**config.mk**
```make
export PLATFORM = sky130hd
export DESIGN_NAME = btree_internal_node_router
export DESIGN_NICKNAME = d
export VERILOG_FILES = /design/src/rtl/core/bnr_pkg.sv /design/src/rtl/core/bnr_dp.sv /design/src/rtl/core/bnr_ctrl.sv /design/src/rtl/core/btree_internal_node_router.sv
export SDC_FILE = /design/constraint.sdc
export NUM_CORES = 2
export LEC_CHECK = 0
export BUFFER_PORTS_ARGS = -buffer_cell sky130_fd_sc_hd__buf_2
export CORE_MARGIN = 3
export CORE_UTILIZATION = 31
export DETAILED_ROUTE_END_ITERATION = 8
export GPL_ROUTABILITY_DRIVEN = 0
export HOLD_SLACK_MARGIN = 0.06
export MAX_ROUTING_LAYER = met4
export PLACE_DENSITY = 0.46
export RECOVER_POWER = 25
export SYNTH_ARGS = -nofsm -noshare
export SYNTH_HDL_FRONTEND = slang
export SYNTH_HIERARCHICAL = 1
export SYNTH_SLANG_ARGS = --single-unit
```
**constraint.sdc**
```tcl
create_clock -name clk -period 10.6 [get_ports clk]
set_input_delay 0.53 -clock clk [delete_from_list [all_inputs] [get_ports clk]]
set_output_delay 0.53 -clock clk [all_outputs]
set_load 0.05 [all_outputs]
```
**src/rtl/core/bnr_pkg.sv**
```systemverilog
// ----------------------------------------------------------------------------
// bnr_pkg - shared definitions for the b+tree internal node router
// Field widths, operation and status codes, read address selects and the
// command / status bundles between controller and datapath.
// ----------------------------------------------------------------------------
package bnr_pkg;

  localparam int MAX_KEYS = 64;
  localparam int ADDR_W   = $clog2(MAX_KEYS);
  localparam int CNT_W    = $clog2(MAX_KEYS + 1);
  localparam int KEY_W    = 32;
  localparam int PAGE_W   = 32;
  localparam int OP_W     = 3;
  localparam int POS_W    = 7;
  localparam int STAT_W   = 2;

  localparam int IN_FIELDS_W  = KEY_W + POS_W + PAGE_W;
  localparam int IN_DATA_W    = ((IN_FIELDS_W + 7) / 8) * 8;
  localparam int OUT_FIELDS_W = PAGE_W + KEY_W + CNT_W + STAT_W;
  localparam int OUT_DATA_W   = ((OUT_FIELDS_W + 7) / 8) * 8;

  // operation codes
  localparam logic [OP_W-1:0] OP_FIND   = 3'd0;
  localparam logic [OP_W-1:0] OP_INSERT = 3'd1;
  localparam logic [OP_W-1:0] OP_REMOVE = 3'd2;
  localparam logic [OP_W-1:0] OP_WRITE  = 3'd3;
  localparam logic [OP_W-1:0] OP_READ   = 3'd4;
  localparam logic [OP_W-1:0] OP_CLEAR  = 3'd5;

  // result status codes
  localparam logic [STAT_W-1:0] STAT_OK    = 2'd0;
  localparam logic [STAT_W-1:0] STAT_FULL  = 2'd1;
  localparam logic [STAT_W-1:0] STAT_RANGE = 2'd2;

  // memory read address selects
  localparam logic [2:0] RA_MID    = 3'd0;
  localparam logic [2:0] RA_LO     = 3'd1;
  localparam logic [2:0] RA_POS    = 3'd2;
  localparam logic [2:0] RA_IDX_DN = 3'd3;
  localparam logic [2:0] RA_IDX_UP = 3'd4;

  typedef struct packed {
    logic       load;
    logic       set_status;
    logic       find_init;
    logic       find_step;
    logic       rd_en;
    logic [2:0] rd_sel;
    logic       res_child_rd;
    logic       res_key_rd;
    logic       res_child_rm;
    logic       ins_init;
    logic       ins_shift;
    logic       ins_fin;
    logic       rem_init;
    logic       rem_shift;
    logic       rem_last;
    logic       cnt_dec;
    logic       wr_child;
    logic       clear;
    logic       out_load;
  } bnr_cmd_t;

  typedef struct packed {
    logic [OP_W-1:0] op;
    logic            err;
    logic            pos_lt_n;
    logic            pos_last;
    logic            find_open;
    logic            lo_lt_n;
    logic            ins_last;
    logic            rem_done;
    logic            out_free;
  } bnr_sts_t;

endpackage

```
**src/rtl/core/bnr_dp.sv**
```systemverilog
// ----------------------------------------------------------------------------
// bnr_dp - node storage and datapath
// Key and child memories, key count, right-most child, search bounds,
// sweep index, result registers and the output register.
// ----------------------------------------------------------------------------
module bnr_dp (
  input  logic                          clk,
  input  logic                          rst_n,
  input  bnr_pkg::bnr_cmd_t             cmd,
  output bnr_pkg::bnr_sts_t             sts,
  input  logic [bnr_pkg::OP_W-1:0]      in_op,
  input  logic [bnr_pkg::KEY_W-1:0]     in_key,
  input  logic [bnr_pkg::POS_W-1:0]     in_pos,
  input  logic [bnr_pkg::PAGE_W-1:0]    in_page,
  output logic                          out_valid,
  input  logic                          out_ready,
  output logic [bnr_pkg::PAGE_W-1:0]    out_child,
  output logic [bnr_pkg::KEY_W-1:0]     out_key,
  output logic [bnr_pkg::CNT_W-1:0]     out_cnt,
  output logic [bnr_pkg::STAT_W-1:0]    out_stat
);

  localparam int CW = bnr_pkg::CNT_W + 1;

  logic [bnr_pkg::KEY_W-1:0]  key_mem   [bnr_pkg::MAX_KEYS];
  logic [bnr_pkg::PAGE_W-1:0] child_mem [bnr_pkg::MAX_KEYS];

  // request fields
  logic [bnr_pkg::OP_W-1:0]   op_r;
  logic [bnr_pkg::KEY_W-1:0]  skey_r;
  logic [bnr_pkg::POS_W-1:0]  pos_r;
  logic [bnr_pkg::PAGE_W-1:0] page_r;

  // node state
  logic [bnr_pkg::CNT_W-1:0]  cnt_r, cnt_nxt;
  logic [bnr_pkg::PAGE_W-1:0] rm_r, rm_nxt;

  // working registers
  logic [bnr_pkg::CNT_W-1:0]  lo_r, lo_nxt, hi_r, hi_nxt, idx_r, idx_nxt;
  logic [bnr_pkg::KEY_W-1:0]  key_rd_r;
  logic [bnr_pkg::PAGE_W-1:0] child_rd_r;
  logic [bnr_pkg::PAGE_W-1:0] res_child_r, res_child_nxt;
  logic [bnr_pkg::KEY_W-1:0]  res_key_r, res_key_nxt;
  logic [bnr_pkg::STAT_W-1:0] res_stat_r, res_stat_nxt;

  // output register
  logic                       out_valid_r, out_valid_nxt;
  logic [bnr_pkg::PAGE_W-1:0] out_child_r;
  logic [bnr_pkg::KEY_W-1:0]  out_key_r;
  logic [bnr_pkg::CNT_W-1:0]  out_cnt_r;
  logic [bnr_pkg::STAT_W-1:0] out_stat_r;

  logic [CW-1:0]                pos_x, cnt_x, idx_x, lo_x, hi_x;
  logic [CW-1:0]                mid_sum;
  logic [bnr_pkg::CNT_W-1:0]    mid, idx_dn, idx_up;
  logic                         pos_eq_n;
  logic [bnr_pkg::STAT_W-1:0]   err_code;
  logic [bnr_pkg::ADDR_W-1:0]   rd_addr;
  logic                         key_we, child_we;
  logic [bnr_pkg::ADDR_W-1:0]   key_waddr, child_waddr;
  logic [bnr_pkg::KEY_W-1:0]    key_wdata;
  logic [bnr_pkg::PAGE_W-1:0]   child_wdata;
  logic [bnr_pkg::CNT_W-1:0]    pos_inc;

  assign pos_x   = {1'b0, pos_r};
  assign cnt_x   = {1'b0, cnt_r};
  assign idx_x   = {1'b0, idx_r};
  assign lo_x    = {1'b0, lo_r};
  assign hi_x    = {1'b0, hi_r};
  assign mid_sum = lo_x + hi_x;
  assign mid     = mid_sum[CW-1:1];
  assign idx_dn  = idx_r - bnr_pkg::CNT_W'(1);
  assign idx_up  = idx_r + bnr_pkg::CNT_W'(1);
  assign pos_inc = pos_r + bnr_pkg::POS_W'(1);
  assign pos_eq_n = (pos_x == cnt_x);

  // error check for the held request
  always_comb begin
    err_code = bnr_pkg::STAT_OK;
    case (op_r)
      bnr_pkg::OP_INSERT: begin
        if (cnt_r == bnr_pkg::CNT_W'(bnr_pkg::MAX_KEYS)) err_code = bnr_pkg::STAT_FULL;
        else if (pos_x > cnt_x) err_code = bnr_pkg::STAT_RANGE;
      end
      bnr_pkg::OP_REMOVE: begin
        if (pos_x >= cnt_x) err_code = bnr_pkg::STAT_RANGE;
      end
      bnr_pkg::OP_WRITE, bnr_pkg::OP_READ: begin
        if (pos_x > cnt_x) err_code = bnr_pkg::STAT_RANGE;
      end
      default: err_code = bnr_pkg::STAT_OK;
    endcase
  end

  always_comb begin
    sts.op        = op_r;
    sts.err       = (err_code != bnr_pkg::STAT_OK);
    sts.pos_lt_n  = (pos_x < cnt_x);
    sts.pos_last  = (pos_x + CW'(1) == cnt_x);
    sts.find_open = (lo_r < hi_r);
    sts.lo_lt_n   = (lo_r < cnt_r);
    sts.ins_last  = (idx_x == pos_x + CW'(1));
    sts.rem_done  = (idx_x + CW'(2) == cnt_x);
    sts.out_free  = !out_valid_r || out_ready;
  end

  always_comb begin
    case (cmd.rd_sel)
      bnr_pkg::RA_MID:    rd_addr = mid[bnr_pkg::ADDR_W-1:0];
      bnr_pkg::RA_LO:     rd_addr = lo_r[bnr_pkg::ADDR_W-1:0];
      bnr_pkg::RA_POS:    rd_addr = pos_r[bnr_pkg::ADDR_W-1:0];
      bnr_pkg::RA_IDX_DN: rd_addr = idx_dn[bnr_pkg::ADDR_W-1:0];
      bnr_pkg::RA_IDX_UP: rd_addr = idx_up[bnr_pkg::ADDR_W-1:0];
      default:            rd_addr = pos_r[bnr_pkg::ADDR_W-1:0];
    endcase
  end

  // memory write ports
  always_comb begin
    key_we      = 1'b0;
    key_waddr   = idx_r[bnr_pkg::ADDR_W-1:0];
    key_wdata   = key_rd_r;
    child_we    = 1'b0;
    child_waddr = idx_r[bnr_pkg::ADDR_W-1:0];
    child_wdata = child_rd_r;
    if (cmd.ins_shift) begin
      key_we   = 1'b1;
      // children move only above the split slot
      child_we = (idx_x > pos_x + CW'(1));
    end else if (cmd.rem_shift) begin
      key_we   = 1'b1;
      child_we = (idx_x > pos_x);
    end else if (cmd.ins_fin) begin
      key_we    = 1'b1;
      key_waddr = pos_r[bnr_pkg::ADDR_W-1:0];
      key_wdata = skey_r;
      child_we  = 1'b1;
      if (pos_eq_n) begin
        // old right-most child becomes the left child of the new last key
        child_waddr = pos_r[bnr_pkg::ADDR_W-1:0];
        child_wdata = rm_r;
      end else begin
        child_waddr = pos_inc[bnr_pkg::ADDR_W-1:0];
        child_wdata = page_r;
      end
    end else if (cmd.wr_child) begin
      child_we    = !pos_eq_n;
      child_waddr = pos_r[bnr_pkg::ADDR_W-1:0];
      child_wdata = page_r;
    end
  end

  always_ff @(posedge clk) begin
    if (key_we) begin
      key_mem[key_waddr] <= key_wdata;
    end
    if (child_we) begin
      child_mem[child_waddr] <= child_wdata;
    end
    if (cmd.rd_en) begin
      key_rd_r   <= key_mem[rd_addr];
      child_rd_r <= child_mem[rd_addr];
    end
  end

  always_comb begin
    cnt_nxt = cnt_r;
    rm_nxt  = rm_r;
    if (cmd.clear) begin
      cnt_nxt = '0;
      rm_nxt  = '0;
    end
    if (cmd.ins_fin) begin
      cnt_nxt = cnt_r + bnr_pkg::CNT_W'(1);
      if (pos_eq_n) rm_nxt = page_r;
    end
    if (cmd.cnt_dec) cnt_nxt = cnt_r - bnr_pkg::CNT_W'(1);
    if (cmd.rem_last) rm_nxt = child_rd_r;
    if (cmd.wr_child && pos_eq_n) rm_nxt = page_r;
  end

  always_comb begin
    lo_nxt  = lo_r;
    hi_nxt  = hi_r;
    idx_nxt = idx_r;
    if (cmd.find_init) begin
      lo_nxt = '0;
      hi_nxt = cnt_r;
    end else if (cmd.find_step) begin
      // upper bound: keys equal to the search key route right
      if (key_rd_r <= skey_r) lo_nxt = mid + bnr_pkg::CNT_W'(1);
      else hi_nxt = mid;
    end
    if (cmd.ins_init) idx_nxt = cnt_r;
    else if (cmd.rem_init) idx_nxt = pos_r;
    else if (cmd.ins_shift) idx_nxt = idx_dn;
    else if (cmd.rem_shift) idx_nxt = idx_up;
  end

  always_comb begin
    res_child_nxt = res_child_r;
    res_key_nxt   = res_key_r;
    res_stat_nxt  = res_stat_r;
    if (cmd.load) begin
      res_child_nxt = '0;
      res_key_nxt   = '0;
      res_stat_nxt  = bnr_pkg::STAT_OK;
    end
    if (cmd.set_status) res_stat_nxt = err_code;
    if (cmd.res_child_rd) res_child_nxt = child_rd_r;
    if (cmd.res_child_rm) res_child_nxt = rm_r;
    if (cmd.res_key_rd) res_key_nxt = key_rd_r;
  end

  always_comb begin
    out_valid_nxt = out_valid_r;
    if (cmd.out_load) out_valid_nxt = 1'b1;
    else if (out_ready) out_valid_nxt = 1'b0;
  end

  always_ff @(posedge clk) begin
    if (!rst_n) begin
      cnt_r       <= '0;
      rm_r        <= '0;
      out_valid_r <= 1'b0;
    end else begin
      cnt_r       <= cnt_nxt;
      rm_r        <= rm_nxt;
      out_valid_r <= out_valid_nxt;
    end
  end

  always_ff @(posedge clk) begin
    if (cmd.load) begin
      op_r   <= in_op;
      skey_r <= in_key;
      pos_r  <= in_pos;
      page_r <= in_page;
    end
    lo_r        <= lo_nxt;
    hi_r        <= hi_nxt;
    idx_r       <= idx_nxt;
    res_child_r <= res_child_nxt;
    res_key_r   <= res_key_nxt;
    res_stat_r  <= res_stat_nxt;
    if (cmd.out_load) begin
      out_child_r <= res_child_r;
      out_key_r   <= res_key_r;
      out_cnt_r   <= cnt_r;
      out_stat_r  <= res_stat_r;
    end
  end

  assign out_valid = out_valid_r;
  assign out_child = out_child_r;
  assign out_key   = out_key_r;
  assign out_cnt   = out_cnt_r;
  assign out_stat  = out_stat_r;

endmodule

```
**src/rtl/core/bnr_ctrl.sv**
```systemverilog
// ----------------------------------------------------------------------------
// bnr_ctrl - request sequencer
// Steps each request through decode, search or shift sweeps and result
// hand-off, driving the datapath by command bundle.
// ----------------------------------------------------------------------------
module bnr_ctrl (
  input  logic                  clk,
  input  logic                  rst_n,
  input  logic                  in_valid,
  output logic                  in_ready,
  output bnr_pkg::bnr_cmd_t     cmd,
  input  bnr_pkg::bnr_sts_t     sts
);

  localparam logic [3:0] S_IDLE     = 4'd0;
  localparam logic [3:0] S_DECODE   = 4'd1;
  localparam logic [3:0] S_FIND_RD  = 4'd2;
  localparam logic [3:0] S_FIND_CMP = 4'd3;
  localparam logic [3:0] S_FIND_CH  = 4'd4;
  localparam logic [3:0] S_INS_RD   = 4'd5;
  localparam logic [3:0] S_INS_WR   = 4'd6;
  localparam logic [3:0] S_INS_FIN  = 4'd7;
  localparam logic [3:0] S_REM_RD   = 4'd8;
  localparam logic [3:0] S_REM_WR   = 4'd9;
  localparam logic [3:0] S_REM_LAST = 4'd10;
  localparam logic [3:0] S_RD_DATA  = 4'd11;
  localparam logic [3:0] S_DONE     = 4'd12;

  logic [3:0] state_r, state_nxt;

  assign in_ready = (state_r == S_IDLE);

  always_comb begin
    state_nxt = state_r;
    cmd       = '0;
    cmd.rd_sel = bnr_pkg::RA_POS;
    case (state_r)
      S_IDLE: begin
        if (in_valid) begin
          cmd.load  = 1'b1;
          state_nxt = S_DECODE;
        end
      end
      S_DECODE: begin
        cmd.set_status = 1'b1;
        state_nxt      = S_DONE;
        if (!sts.err) begin
          case (sts.op)
            bnr_pkg::OP_FIND: begin
              cmd.find_init = 1'b1;
              state_nxt     = S_FIND_RD;
            end
            bnr_pkg::OP_INSERT: begin
              cmd.ins_init = 1'b1;
              state_nxt    = sts.pos_lt_n ? S_INS_RD : S_INS_FIN;
            end
            bnr_pkg::OP_REMOVE: begin
              if (sts.pos_last) begin
                // left child of the last key takes over as right-most
                cmd.rd_en  = 1'b1;
                cmd.rd_sel = bnr_pkg::RA_POS;
                state_nxt  = S_REM_LAST;
              end else begin
                cmd.rem_init = 1'b1;
                state_nxt    = S_REM_RD;
              end
            end
            bnr_pkg::OP_WRITE: begin
              cmd.wr_child = 1'b1;
            end
            bnr_pkg::OP_READ: begin
              if (sts.pos_lt_n) begin
                cmd.rd_en  = 1'b1;
                cmd.rd_sel = bnr_pkg::RA_POS;
                state_nxt  = S_RD_DATA;
              end else begin
                cmd.res_child_rm = 1'b1;
              end
            end
            bnr_pkg::OP_CLEAR: begin
              cmd.clear = 1'b1;
            end
            default: state_nxt = S_DONE;
          endcase
        end
      end
      S_FIND_RD: begin
        cmd.rd_en = 1'b1;
        if (sts.find_open) begin
          cmd.rd_sel = bnr_pkg::RA_MID;
          state_nxt  = S_FIND_CMP;
        end else if (sts.lo_lt_n) begin
          cmd.rd_sel = bnr_pkg::RA_LO;
          state_nxt  = S_FIND_CH;
        end else begin
          cmd.rd_en        = 1'b0;
          cmd.res_child_rm = 1'b1;
          state_nxt        = S_DONE;
        end
      end
      S_FIND_CMP: begin
        cmd.find_step = 1'b1;
        state_nxt     = S_FIND_RD;
      end
      S_FIND_CH: begin
        cmd.res_child_rd = 1'b1;
        state_nxt        = S_DONE;
      end
      S_INS_RD: begin
        cmd.rd_en  = 1'b1;
        cmd.rd_sel = bnr_pkg::RA_IDX_DN;
        state_nxt  = S_INS_WR;
      end
      S_INS_WR: begin
        cmd.ins_shift = 1'b1;
        state_nxt     = sts.ins_last ? S_INS_FIN : S_INS_RD;
      end
      S_INS_FIN: begin
        cmd.ins_fin = 1'b1;
        state_nxt   = S_DONE;
      end
      S_REM_RD: begin
        cmd.rd_en  = 1'b1;
        cmd.rd_sel = bnr_pkg::RA_IDX_UP;
        state_nxt  = S_REM_WR;
      end
      S_REM_WR: begin
        cmd.rem_shift = 1'b1;
        if (sts.rem_done) begin
          cmd.cnt_dec = 1'b1;
          state_nxt   = S_DONE;
        end else begin
          state_nxt = S_REM_RD;
        end
      end
      S_REM_LAST: begin
        cmd.rem_last = 1'b1;
        cmd.cnt_dec  = 1'b1;
        state_nxt    = S_DONE;
      end
      S_RD_DATA: begin
        cmd.res_child_rd = 1'b1;
        cmd.res_key_rd   = 1'b1;
        state_nxt        = S_DONE;
      end
      S_DONE: begin
        if (sts.out_free) begin
          cmd.out_load = 1'b1;
          state_nxt    = S_IDLE;
        end
      end
      default: state_nxt = S_IDLE;
    endcase
  end

  always_ff @(posedge clk) begin
    if (!rst_n) begin
      state_r <= S_IDLE;
    end else begin
      state_r <= state_nxt;
    end
  end

endmodule

```
**src/rtl/core/btree_internal_node_router.sv**
```systemverilog
// ----------------------------------------------------------------------------
// btree_internal_node_router - one b+tree internal node with routing
// Holds up to 64 sorted separator keys with their child pages and serves
// find, insert, remove, write child, read entry and clear requests.
// ----------------------------------------------------------------------------
// One request is worked at a time and gives exactly one result. Keys and
// children live in two single-port-read memories, so every key or child
// access goes through a registered read. Find runs a binary search, each
// step a read of the middle key and a compare, then reads the chosen child
// unless the right-most child is routed. Insert and remove shift the keys
// and children at and above position p in a sweep that reads and then
// writes one key/child pair per step; removing the last key instead makes
// its left child the right-most child. A new request is taken as soon as
// the previous result sits in the output register.
module btree_internal_node_router (
  input  logic                              clk,
  input  logic                              rst_n,
  input  logic                              in_tvalid,
  output logic                              in_tready,
  // search_key, position, page_number
  input  logic [bnr_pkg::IN_DATA_W-1:0]     in_tdata,
  // operation
  input  logic [bnr_pkg::OP_W-1:0]          in_tuser,
  output logic                              out_tvalid,
  input  logic                              out_tready,
  // child_out, key_out, key_count_out, status
  output logic [bnr_pkg::OUT_DATA_W-1:0]    out_tdata
);

  localparam int POS_LO  = bnr_pkg::KEY_W;
  localparam int PAGE_LO = bnr_pkg::KEY_W + bnr_pkg::POS_W;

  bnr_pkg::bnr_cmd_t            cmd;
  bnr_pkg::bnr_sts_t            sts;
  logic [bnr_pkg::PAGE_W-1:0]   out_child;
  logic [bnr_pkg::KEY_W-1:0]    out_key;
  logic [bnr_pkg::CNT_W-1:0]    out_cnt;
  logic [bnr_pkg::STAT_W-1:0]   out_stat;

  bnr_ctrl u_ctrl (
    .clk      (clk),
    .rst_n    (rst_n),
    .in_valid (in_tvalid),
    .in_ready (in_tready),
    .cmd      (cmd),
    .sts      (sts)
  );

  bnr_dp u_dp (
    .clk       (clk),
    .rst_n     (rst_n),
    .cmd       (cmd),
    .sts       (sts),
    .in_op     (in_tuser),
    .in_key    (in_tdata[bnr_pkg::KEY_W-1:0]),
    .in_pos    (in_tdata[POS_LO +: bnr_pkg::POS_W]),
    .in_page   (in_tdata[PAGE_LO +: bnr_pkg::PAGE_W]),
    .out_valid (out_tvalid),
    .out_ready (out_tready),
    .out_child (out_child),
    .out_key   (out_key),
    .out_cnt   (out_cnt),
    .out_stat  (out_stat)
  );

  assign out_tdata = {{(bnr_pkg::OUT_DATA_W - bnr_pkg::OUT_FIELDS_W){1'b0}},
                      out_stat, out_cnt, out_key, out_child};

endmodule
```
# --- After elaboration in Yosys (flattened, before gate mapping) ---
# Memory sizes are Yosys's and may differ from the RTL's. A register that Yosys moved wholly into a read port is not among the register bits.
# Cells that the tools add are included.
totals:
  ff_bits: 278
  mem_bits_rw: 4096
  mem_count: 2
  out_inout_bits: 82
  in_bits: 79
  word_cells: 194
op_classes:
  eq_ne: 28
  magnitude_cmp: 8
  muxes: 108
  n_reduce_logical: 21
  n_addsub: 9
memory_table:
  columns: ["memory", "depth", "word_bits", "rd", "rd_clocked_by_memory_dff", "wr", "line_no", "rtl"]
  rows:
  - ["u_dp.child_mem", 64, 32, 1, 1, 1, "bnr_dp.sv:26", "logic [bnr_pkg::PAGE_W-1:0] child_mem [bnr_pkg::MAX_KEYS];"]
  - ["u_dp.key_mem", 64, 32, 1, 1, 1, "bnr_dp.sv:25", "logic [bnr_pkg::KEY_W-1:0] key_mem [bnr_pkg::MAX_KEYS];"]
op_table:
  columns: ["cell", "count"]
  rows:
  - ["$mux 32", 17]
  - ["$mux 7", 10]
  - ["$mux 6", 8]
  - ["$mux 1", 41]
  - ["$pmux 4 s10", 1]
  - ["$le 32x32->1", 1]
  - ["$mux 4", 8]
  - ["$pmux 4 s4", 2]
  - ["$mux 2", 13]
  - ["$pmux 6 s4", 1]
  - ["$add 7x1->7 const B", 3]
  - ["$lt 7x7->1", 3]
  - ["$eq 4x4->1 const B", 5]
  - ["$eq 4x3->1 const B", 4]
  - ["$eq 8x7->1", 2]
  - ["$gt 7x7->1", 2]
  - ["$sub 7x1->7 const B", 2]
  - ["$reduce_bool 2->1", 5]
  - ["$eq 3x2->1 const B", 3]
  - ["$eq 3x3->1 const B", 3]
  - ["$mux 3", 3]
  - ["$add 7x1->8 const B", 1]
  - ["$add 7x2->8 const B", 1]
  - ["$add 7x7->8", 1]
  - ["23 further kinds", 34]

# --- Logic depth before layout (Yosys ltp) ---
logic_depth:
  word_depth: 13
  mapped_depth: 29
  mapped_depth_nobuf: 22

# --- By module ---
# Netlist, hierarchy kept.
by_module_without_submodules:
  columns: ["module", "instances", "area_each_um2", "cells_per_inst"]
  rows:
  - ["bnr_dp", 1, 176053.8, 11390]
  - ["bnr_ctrl", 1, 630.6, 96]
  - ["btree_internal_node_router", 1, 56.3, 8]

# --- Worst setup path before layout ---
# OpenSTA, ideal clock, no wires.
synth_timing:
  path_type: "register to register"
  startpoint: "reg u_dp/cnt_r[4] (netlist bit)"
  endpoint: "mem u_dp/child_mem[0][10] (netlist bit), data pin"
  n_path_buf: 3
  stages_incl_launch_ff: 19
  period_less_slack_ns: 7.036
  slack_ns: 3.564
  arrival_time_ns: 6.334
  required_time_ns: 9.898
  path_cell_list: "dfxtp_1 -> clkbuf_1 -> clkinv_1 -> ha_1 -> a21o_1 -> a21o_1 -> a211oi_1 -> nand2b_1 -> o21ai_0 -> a211o_1 -> nand2_1 -> nand2_1 -> nor2_2 -> and3_1 -> clkbuf_1 -> clkbuf_1 -> mux2_2 -> o21ai_0 -> o21ai_0"
synth_lines:
  columns: ["item", "line_no", "rtl"]
  rows:
  - ["start: declaration", "bnr_dp.sv:35", "logic [bnr_pkg::CNT_W-1:0] cnt_r, cnt_nxt;"]
  - ["start signal: assignment", "bnr_dp.sv:227", "cnt_r <= cnt_nxt;"]
  - ["end: declaration", "bnr_dp.sv:26", null]

==> results.txt <==
----------------------------------------------------
[Status]
  Result of the run ... complete, but fails checks
  Violations in the final reports ... capacitance limit, slew limit

[Clock tree]
  Clock tree from TritonCTS ... done
  Post-cts gate resize count ... 0
  Root cell of the clock tree ... sky130_fd_sc_hd__clkbuf_16
  Clock net sink count ... 4438
  Worst-case clock buffer depth ... 4
  Cts bufs inserted ... 453
  Latest clock arrival within the worst-skew pair ... about 1000 ps
  Level count of the clock H-tree ... 5
  Clock transition at the registers of the reported paths ... 70 ps

[Critical path]
  Startpoint of the worst register-to-register path ... u_ctrl/state_r[2]$_SDFFE_PN0P_
  WP data required ... about 11000 ps
  Worst reg-to-reg setup slack ... between 2000 and 2500 ps
  Startpoint-to-endpoint class of the critical path ... reg -> reg
  Number of cells on the worst reg-to-reg path ... 11
  Delay of the slowest critical-path stage ... around 2500 ps
  Kind of launch point of the worst setup path ... register
  Element type at the critical path end ... register
  Critical R2R Capture ... u_dp/key_mem[45][26]$_DFFE_PP_
  Arrival time worst endpoint ... 8960 ps
  Critical Path Fanout Max ... 49
  Slowest cell on crit path ... sky130_fd_sc_hd__clkbuf_1
  Crit path top cell by count ... sky130_fd_sc_hd__nor2_1
  Chain of cells forming the critical path ... inv_1, nand2_1, nor2_1, nor2_1, and2_2, clkbuf_1, nor2_1, a21oi_1, nand3_1, nor2_4, buf_4

[Placement]
  Buffers on Ports ... 152
  Count of placed standard cells including taps ... about 19k
  Worst slack at placement ... ~2300 ps
  Placed wire-length estimate after detailed placement ... 287 mm
  Cell area reported after detailed placement ... approximately 190000 um2

[Timing]
  Pin slew with the least headroom to its limit ... 3750 ps
  Fraction of the cycle the final worst path needs ... 0.786
  Minimum clock period ... about 8300 ps
  Unrepaired setup endpoints after global routing ... false
  Max-slew violation count ... 2160
  Total negative slack ... 0 ps
  Upper clock frequency limit ... 0.120 GHz
  Setup-failing EPs final ... 0
  Number of hold violations in the final report ... 0
  Relative slew slack ... -1.50
  Largest clock skew in the final design ... roughly 37 ps
  Setup slack after layout ... 2260 ps

[Final layout]
  Final cell count without fillers ... between 15k and 20k
  Flip-flop and latch area ... around 130000 um2
  Fraction of final layout cells sized beyond drive strength 1 ... 0.140
  Final-stage net count ... 11.9k
  Post-route design area ... 203000 um2
  Area used by multi-input combinational logic ... 41900 um2
  Number of filler instances in the final layout ... 53.4k
  Area growth from synthesis to layout ... 14.7%

[Die]
  Die Footprint ... 579000 um2
  Overall die width ... 761 um
  Number of core rows ... 276
  Starting density of the core ... 0.312
  Count of boundary I/O pins ... around 160
  Die extent in y ... between 700 and 800 um
  Placeable Area ... around 570000 um2

[Synthesis]
  Number of flip-flops and latches in the synthesized netlist ... 4438
  Cell taking the most area after synthesis ... sky130_fd_sc_hd__edfxtp_1
  Synth top cells by count ... sky130_fd_sc_hd__edfxtp_1, sky130_fd_sc_hd__nand2_1, sky130_fd_sc_hd__nand3_1
  Leading cell type by number of instances after synthesis ... sky130_fd_sc_hd__edfxtp_1
  Leading post-synthesis cells by cell area ... sky130_fd_sc_hd__edfxtp_1, sky130_fd_sc_hd__nand2_1, sky130_fd_sc_hd__mux4_2, sky130_fd_sc_hd__nand3_1, sky130_fd_sc_hd__a31oi_1
  Share of flip-flops with an asynchronous set or reset after synthesis ... 0
  Avg Synthesized Cell Area ... about 15 um2
  Gate count of the mapped netlist ... 11.5k
  Number of warnings issued by yosys ... 6
  Most used DFF post-synth ... sky130_fd_sc_hd__edfxtp_1
  Number of unique standard cell types used by synthesis ... 100
  Share of Yosys cell area claimed by the top area cell type ... 0.745
  Proportion of synthesized chip area in sequential cells ... 0.751
  Post-synth EDFFs ... 4387
  Combined area of all synthesized cells ... 177000 um2

[Min path]
  Endpoint with the worst hold slack ... u_dp/cnt_r[5]$_SDFFE_PN0P_
  Start point of the worst min-delay path ... rst_n
  Number of cells traversed by the worst hold path ... 3
  Worst hold-check path type ... in -> reg

[Global routing]
  Final global-route overflow total ... 0
  Largest net degree at the start of global routing ... 178
  First-pass GRT wire length ... 752 mm
  Antenna violations before repair ... 27
  Via count of the first global-routing pass ... roughly 100k
  Total GRT Usage ... 0.183

[Routing]
  Count of nets left with antenna violations after detail routing ... 0
  Vias after detailed routing ... 103k
  Total routed wirelength ... 531 mm
  Average wire length per cell after detail routing ... 27.0 um
  Number of iterations in the first detailed-routing pass ... 8
  Detailed-route DRC error count ... 0
  Detailed router's first-iteration violation count ... 11.1k
  DR vias/cell ... 5.24

[Run]
  Max_cap viols ... 36

[Power]
  Total Power ... 65400 uW
  Peak supply drop ... 0.464 mV
  Leakage dissipation ... around 0.066 uW
  PD cells ... 323 nW/um2

----------------------------------------------------
-- report_power, final --
part | internal (uW) | switching, uW | total, uW | leakage (uW)
clock | 8830 | 6790 | 15600 | 0.00703
combinational | 7580 | 18400 | 26000 | 0.0191
sequential | 23200 | 564 | 23800 | 0.0399
total | 39600 | 25800 | 65400 | 0.0660
-- through the flow --
stage / util / hold slack, ps
after floorplan: - / 400
after global placement: 0.332 / 401
after detailed placement: 0.332 / 405
after CTS: 0.358 / 80.9
after global routing: 0.358 / 184
final: 0.358 / 200
-- worst max path at each step --
stage                                        start  slack, ps                          endpoint  cells past startpoint
finish              u_ctrl/state_r[2]$_SDFFE_PN0P_       2260    u_dp/key_mem[45][26]$_DFFE_PP_                     11
global route            u_dp/cnt_r[4]$_SDFFE_PN0P_       1790  u_dp/child_mem[56][11]$_DFFE_PP_                     21
CTS                     u_dp/cnt_r[4]$_SDFFE_PN0P_       2300  u_dp/child_mem[56][11]$_DFFE_PP_                     21
detailed placement      u_dp/cnt_r[4]$_SDFFE_PN0P_       2320   u_dp/child_mem[4][15]$_DFFE_PP_                     21
global placement        u_dp/cnt_r[4]$_SDFFE_PN0P_       2200   u_dp/child_mem[4][26]$_DFFE_PP_                     21
floorplan               u_dp/cnt_r[4]$_SDFFE_PN0P_       3560   u_dp/child_mem[0][10]$_DFFE_PP_                     18
-- what timing repair did --
action,in CTS,in global routing
hold buffers,76,0
endpoints found under the hold margin,78,0
setup endpoints to repair,0,0
buffers inserted,0,0
-- layout by cell type (no fill, tap or decap), types with 196 or more instances in the layout --
cell and n:
sky130_fd_sc_hd__a31oi_1 382, sky130_fd_sc_hd__and3_1 260, sky130_fd_sc_hd__buf_4 245, sky130_fd_sc_hd__clkbuf_1 224
sky130_fd_sc_hd__clkbuf_16 461, sky130_fd_sc_hd__edfxtp_1 4387, sky130_fd_sc_hd__mux2i_1 217, sky130_fd_sc_hd__mux4_2 385
sky130_fd_sc_hd__nand2_1 2651, sky130_fd_sc_hd__nand3_1 571, sky130_fd_sc_hd__o22ai_1 196
-- critical path, delay by kind of cell, from the launching register on --
kind / cells / cell delay, ps
simple gates: 7 / 3000
flops: 1 / 720
buf+inv: 3 / 3310
compound gates: 1 / 720
-- metal layers --
layer | track usage | up-vias | part of all wire
li1 | - | 44600 | -
met1 | 0.253 | 53900 | 0.44
met2 | 0.289 | 3776 | 0.47
met3 | 0.0221 | 674 | 0.064
met4 | 0.0402 | 0 | 0.023
met5 | - | - | 0
-- cells by family after synthesis --
| family | synth area share |
|---|---|
| multiplexers | 0.0654 |
| adder cells (fa/ha/maj) | 0.00578 |
| AND/OR/NAND/NOR | 0.103 |
| AO/OA/AOI/OAI | 0.0519 |
| other | 0.0000212 |
| buffers and inverters | 0.0205 |
| flip-flops | 0.751 |
| XOR/XNOR | 0.00212 |
-- sequential cells by signal, summed over array words and instances, names as in the netlist, 7 cells and up --
signal and cells:
u_dp/pos_r 7, u_dp/skey_r 32, u_dp/child_mem 2048, u_dp/key_mem 2048, u_dp/page_r 32, u_dp/key_rd_r 32
u_dp/idx_r 7, u_dp/out_child 32, u_dp/res_child_r 32, u_dp/out_key 32, u_dp/out_cnt 7, u_dp/lo_r 7
u_dp/res_key_r 32, u_dp/cnt_r 7, u_dp/hi_r 7, u_dp/rm_r 32, u_dp/child_rd_r 32
-- cell type report --
| type | instances | share of cell area |
|---|---|---|
| multi-input combinational | 6244 | 0.207 |
| inverter | 83 | 0.00154 |
| tap | 7506 | 0.0463 |
| clock buffer | 559 | 0.0589 |
| sequential | 4438 | 0.655 |
| timing repair buffer | 536 | 0.0196 |
| antenna | 5 | 0.0000617 |
| clock inverter | 270 | 0.0118 |
Note: power is estimated with default switching activity, not from simulation.
